`config.mk`:
```
export PLATFORM = sky130hd
export DESIGN_NAME = hwa_ctrl
export DESIGN_NICKNAME = d
export VERILOG_FILES = /design/src/design/hebbian_weight_accumulator_assert.svh /design/src/design/hwa_pkg.sv /design/src/design/hwa_ctrl.sv
export SDC_FILE = /design/constraint.sdc
export NUM_CORES = 1
export LEC_CHECK = 0
export ABC_AREA = 1
export BUFFER_PORTS_ARGS = -buffer_cell sky130_fd_sc_hd__buf_2
export CORE_UTILIZATION = 45
export DETAILED_ROUTE_END_ITERATION = 8
export MAX_ROUTING_LAYER = met4
export PLACE_DENSITY_LB_ADDON = 0.15
export SLEW_MARGIN = 20
export SYNTH_ARGS = -nofsm -noshare
export SYNTH_HDL_FRONTEND = slang
export SYNTH_SLANG_ARGS = --single-unit
```
`constraint.sdc`:
```
create_clock -name clock -period 1.65 [get_ports clock]
set_clock_uncertainty 0.15 [all_clocks]
set_input_delay 0.165 -clock clock [delete_from_list [all_inputs] [get_ports clock]]
set_output_delay 0.165 -clock clock [all_outputs]
set_load 0.02 [all_outputs]
```
`src/design/hebbian_weight_accumulator_assert.svh`:
```
// Assertion macros for the weight accumulator.
`ifndef HEBBIAN_WEIGHT_ACCUMULATOR_ASSERT_SVH
`define HEBBIAN_WEIGHT_ACCUMULATOR_ASSERT_SVH
`ifndef SYNTH
// Check prop on every clock edge outside reset.
`define HWA_ASSERT(lbl, clk, rst, prop, msg) \
   lbl: assert property (@(posedge clk) disable iff (rst) prop) else $error(msg);
// Check prop on every clock edge, reset included.
`define HWA_ASSERT_ALWAYS(lbl, clk, prop, msg) \
   lbl: assert property (@(posedge clk) prop) else $error(msg);
`else
`define HWA_ASSERT(lbl, clk, rst, prop, msg)
`define HWA_ASSERT_ALWAYS(lbl, clk, prop, msg)
`endif
`endif

```
`src/design/hwa_pkg.sv`:
```
package hwa_pkg;
   localparam int IMG_ROWS     = 16;
   localparam int IMG_COLS     = 16;
   localparam int MAX_PATTERNS = 64;
   localparam int NPIX         = IMG_ROWS * IMG_COLS;
   localparam int PIX_W        = $clog2(NPIX);
   localparam int WSIZE        = (NPIX * (NPIX - 1)) / 2;
   localparam int WADDR_W      = $clog2(WSIZE);
   localparam int WGT_W        = 8;
   localparam int TOT_W        = 7;
   localparam int PC_W         = 7;
   localparam int FRAC_W       = 15;
   localparam int DIV_W        = WGT_W + FRAC_W;
   localparam int DCNT_W       = $clog2(DIV_W);
   localparam int PIX_THRESH   = 127;

   localparam logic [1:0] REQ_TRAIN = 2'd0;
   localparam logic [1:0] REQ_READ  = 2'd1;
   localparam logic [1:0] REQ_CLEAR = 2'd2;

   localparam logic [1:0] RSP_DONE  = 2'd0;
   localparam logic [1:0] RSP_READ  = 2'd1;
   localparam logic [1:0] RSP_CLEAR = 2'd2;

   typedef struct packed {
      logic load_req;
      logic sweep_start;
      logic sweep;
      logic train_start;
      logic issue;
      logic finish;
      logic read_addr;
      logic read_latch;
      logic emit;
   } cmd_type;

   typedef struct packed {
      logic skip_loop;
      logic loop_last;
      logic last_pixel;
      logic sweep_last;
      logic div_done;
      logic out_free;
   } status_type;
endpackage

```
`src/design/hwa_ctrl.sv`:
```
module hwa_ctrl (
   input  logic                clock,
   input  logic                reset,
   input  logic                req_valid,
   input  logic [1:0]          req_type,
   output logic                req_ready,
   input  hwa_pkg::status_type status,
   output hwa_pkg::cmd_type    cmd
);
   import hwa_pkg::*;

   typedef enum logic [9:0] {
      ST_IDLE        = 10'b0000000001,
      ST_INIT_SWEEP  = 10'b0000000010,
      ST_CLR_SWEEP   = 10'b0000000100,
      ST_TRAIN_START = 10'b0000001000,
      ST_TRAIN_LOOP  = 10'b0000010000,
      ST_TRAIN_DRAIN = 10'b0000100000,
      ST_RD_ADDR     = 10'b0001000000,
      ST_RD_WAIT     = 10'b0010000000,
      ST_RD_DIV      = 10'b0100000000,
      ST_EMIT        = 10'b1000000000
   } state_type;

   state_type state_ff, state_in;

   always_comb begin
      state_in  = state_ff;
      cmd       = '0;
      req_ready = 1'b0;
      case (state_ff)
         ST_IDLE: begin
            req_ready = 1'b1;
            if (req_valid) begin
               cmd.load_req = 1'b1;
               case (req_type)
                  REQ_TRAIN: state_in = ST_TRAIN_START;
                  REQ_READ:  state_in = ST_RD_ADDR;
                  REQ_CLEAR: begin
                     cmd.sweep_start = 1'b1;
                     state_in        = ST_CLR_SWEEP;
                  end
                  default:   state_in = ST_IDLE;
               endcase
            end
         end
         ST_INIT_SWEEP: begin
            cmd.sweep = 1'b1;
            if (status.sweep_last) begin
               state_in = ST_IDLE;
            end
         end
         ST_CLR_SWEEP: begin
            cmd.sweep = 1'b1;
            if (status.sweep_last) begin
               state_in = ST_EMIT;
            end
         end
         ST_TRAIN_START: begin
            cmd.train_start = 1'b1;
            state_in = status.skip_loop ? ST_TRAIN_DRAIN : ST_TRAIN_LOOP;
         end
         ST_TRAIN_LOOP: begin
            cmd.issue = 1'b1;
            if (status.loop_last) begin
               state_in = ST_TRAIN_DRAIN;
            end
         end
         ST_TRAIN_DRAIN: begin
            cmd.finish = 1'b1;
            state_in = status.last_pixel ? ST_EMIT : ST_IDLE;
         end
         ST_RD_ADDR: begin
            cmd.read_addr = 1'b1;
            state_in      = ST_RD_WAIT;
         end
         ST_RD_WAIT: begin
            cmd.read_latch = 1'b1;
            state_in       = ST_RD_DIV;
         end
         ST_RD_DIV: begin
            if (status.div_done) begin
               state_in = ST_EMIT;
            end
         end
         ST_EMIT: begin
            if (status.out_free) begin
               cmd.emit = 1'b1;
               state_in = ST_IDLE;
            end
         end
         default: state_in = ST_IDLE;
      endcase
   end

   always_ff @(posedge clock) begin
      if (reset) begin
         state_ff <= ST_INIT_SWEEP;
      end else begin
         state_ff <= state_in;
      end
   end
endmodule

```
==> results.yml <==
critical_path:
  max_stage_delay_ns: 0.37
  r2r_end: "state_ff[0]"
  cp.required_ns: 1.33
  reg2reg_slack_ns: -0.01
  worstPathCellList: "inv_2, nor2_4, nand3_2, nor2_4, inv_2, nor4_2, buf_4"
  cp_max_fo: 4
  worstPathArrival_ns: 1.44
  timing.rr.start: "state_ff[9]"
  critPathSlowestCell: "dfxtp_4"
  crit_path_end: "cmd[7]"
  reg2reg_depth: 10
  cp-startpoint: "state_ff[0]"
  cp-start-kind: "flop"
  end_kind: "primary output"
  crit_type: "flop to primary output"
placed_design:
  gp_congestion: 0.8923
  dpl.hpwl_um: 1726
  postPlaceCellArea_um2: 1026
  portBuffers: 20
  dpl.cell_count: 205
floorplanning:
  die_h_um: 46.18
  chipWidth_um: 46.18
  core_um2: 1783
  initial_core_util_pct: 49.26
  ioPinCount: 21
  num_rows: 15
  die_area_um2: 2133
sta:
  slew_headroom_pct: 82.16
  finalHoldViolations: 0
  min_period_over_period_pct: 106.5
  hold_ws_ns: 0.05234
  fin_ws_ns: -0.1075
  rsz0062_at_grt: "yes"
  tightest_slew_ns: 0.2659
  fin_crit_ns: 1.758
  finalSetupViolations: 7
  max_freq_ghz: 0.5690
  drv_slew: 0
cts:
  htree_levels: 1
  numCtsBuffers: 3
  clock_sinks: 10
  clkLatencyLatePin_ns: 0.27
  clock_path_buffers: 2
  cts_root_buf: "clkbuf_4"
  cts_tree: "yes"
  clk_pin_slew_worst_paths_ns: 0.06
final_layout:
  multi_input_area_um2: 621.8
  largest_register: "state_ff"
  n_fill_cell: 164
  antenna_cells: 0
  largest_reg_flops: 10
  area_growth_syn_to_layout_pct: 36.89
  largest_registers: "state_ff: 10 flops"
  drive_gt1_share_pct: 38.10
  regArea_um2: 215.2
  fin_util_pct: 67.44
  most-common-layout-cells: "nand2_1 (39), inv_1 (28), nor2_1 (27)"
  finalNetCount: 202
  final_cells: 214
  fin_area_um2: 1202
  final_common_cell: "nand2_1"
power_and_ir_drop:
  ir_drop_mv: 1.043
  power_density_nw_per_um2: 1671
  leakage_nw: 0.7013
yosys:
  seq_area_frac_synth_pct: 22.79
  synth_compound_area_share_pct: 1.994
  synth_top_family_by_area: "simple AND/OR/NAND/NOR gates"
  syn_inst: 159
  synth_simple_gate_area_share_pct: 58.97
  synthMuxAreaShare_pct: 0
  synth_area_um2: 878.3
  yosysUniqueCellTypes: 17
  synth-xor-area-share_pct: 0
  syn_nets: 170
  ys_warn_count: 0
  synth_fa_ha_area_share_pct: 0
  ys_seq_elements: 10
  syn_area_per_cell_um2: 5.524
routing:
  drc_errors: 0
  routed_via_density: 4.827
  drt_iter0_markers: 23
  routed_wl_um: 2434
  dr.pass1.iters: 4
  drtAntennaViolNets: 0
  vias: 1033
  wire_per_inst_um: 11.37
min_path:
  hold_path_depth: 4
  hold_class: "primary input to flop"
run_status:
  status: "finished with violations"
  violations: "negative setup slack"
flow_run:
  cap_violations: 0
global_routing:
  grt_start_max_net_pins: 11
  grt_pass1_vias: 843
  overflow: 0
  grtUsageTotal_pct: 24.65
  grt_pass1_wl_um: 3560
  antenna_found_initial: 0
## kinds of logic after synthesis
logic type | after synthesis
flip-flops | 10
AO/OA/AOI/OAI | 3
AND/OR/NAND/NOR | 110
buffers and inverters | 36
## layer usage
metal,global-route usage (%),share of wire [%],wire length (um)
met1,31.06,43,1036
met2,36.90,49,1186
met3,4.706,5.8,142
met4,12.94,2.8,69
met5,-,0,0
## timing repair
| action | 4_1_cts | 5_1_grt |
|---|---|---|
| endpoints found under the setup margin | 13 | 18 |
| setup buffers | 2 | 4 |
| hold endpoints to repair | 0 | 0 |
| gates resized for setup | 16 | 22 |
| hold buffers | 0 | 0 |
| pin swaps | 6 | 9 |
## cells in the mapped netlist (all sizes together)
| master | count | area (um2) |
|---|---|---|
| clkinv | 1 | 3.750 |
| o21bai | 1 | 7.510 |
| a21oi | 1 | 5.000 |
| nand2 | 48 | 205.2 |
| o21ai | 1 | 5.000 |
| nor4 | 2 | 12.51 |
| nand4 | 4 | 25.02 |
| buf | 1 | 11.26 |
| nor2 | 40 | 195.2 |
| inv | 34 | 127.6 |
| dfxtp | 10 | 200.2 |
| nand3 | 16 | 80.08 |
## stage by stage
stage / TNS (ns) / worst slack (ns) / total power (W)
6_report: -0.3873 / -0.1075 / 0.002009
2_1_floorplan: -0.03856 / -0.03856 / 0.001287
5_1_grt: -1.538 / -0.1903 / 0.002185
4_1_cts: -0.4053 / -0.07136 / 0.001780
3_5_place_dp: 0 / 0.0002675 / 0.001510
3_3_place_gp: 0 / 0.03952 / 0.001495
## how the worst min path moves through the flow
stage,start,to,slack [ns]
finish,status[5],state_ff[4],0.05
global route,status[5],state_ff[4],0.08
CTS,status[5],state_ff[4],0.05
detailed placement,status[5],state_ff[4],0.33
global placement,status[5],state_ff[4],0.33
floorplan,req_type[0],state_ff[3],0.18
## report_power, final
part	total, W	internal, W	switching [W]
registers	0.000417	0.000327	0.0000900
logic	0.00143	0.000516	0.000914
clock network	0.000163	0.0000841	0.0000790
## worst max-delay path, delay by kind of cell, from the launching register on
kind | cells | cell delay, ns
AND/OR/NAND/NOR | 4 | 0.50
buffers and inverters | 3 | 0.31
flip-flops | 1 | 0.37
## cell type report
type | count | share of cell area, %
tap | 25 | 2.601
timing repair buffer | 28 | 14.78
inverter | 35 | 11.13
multi-input combinational | 113 | 51.72
sequential | 10 | 17.90
clock buffer | 3 | 1.873
(Power assumes the default switching activity.)
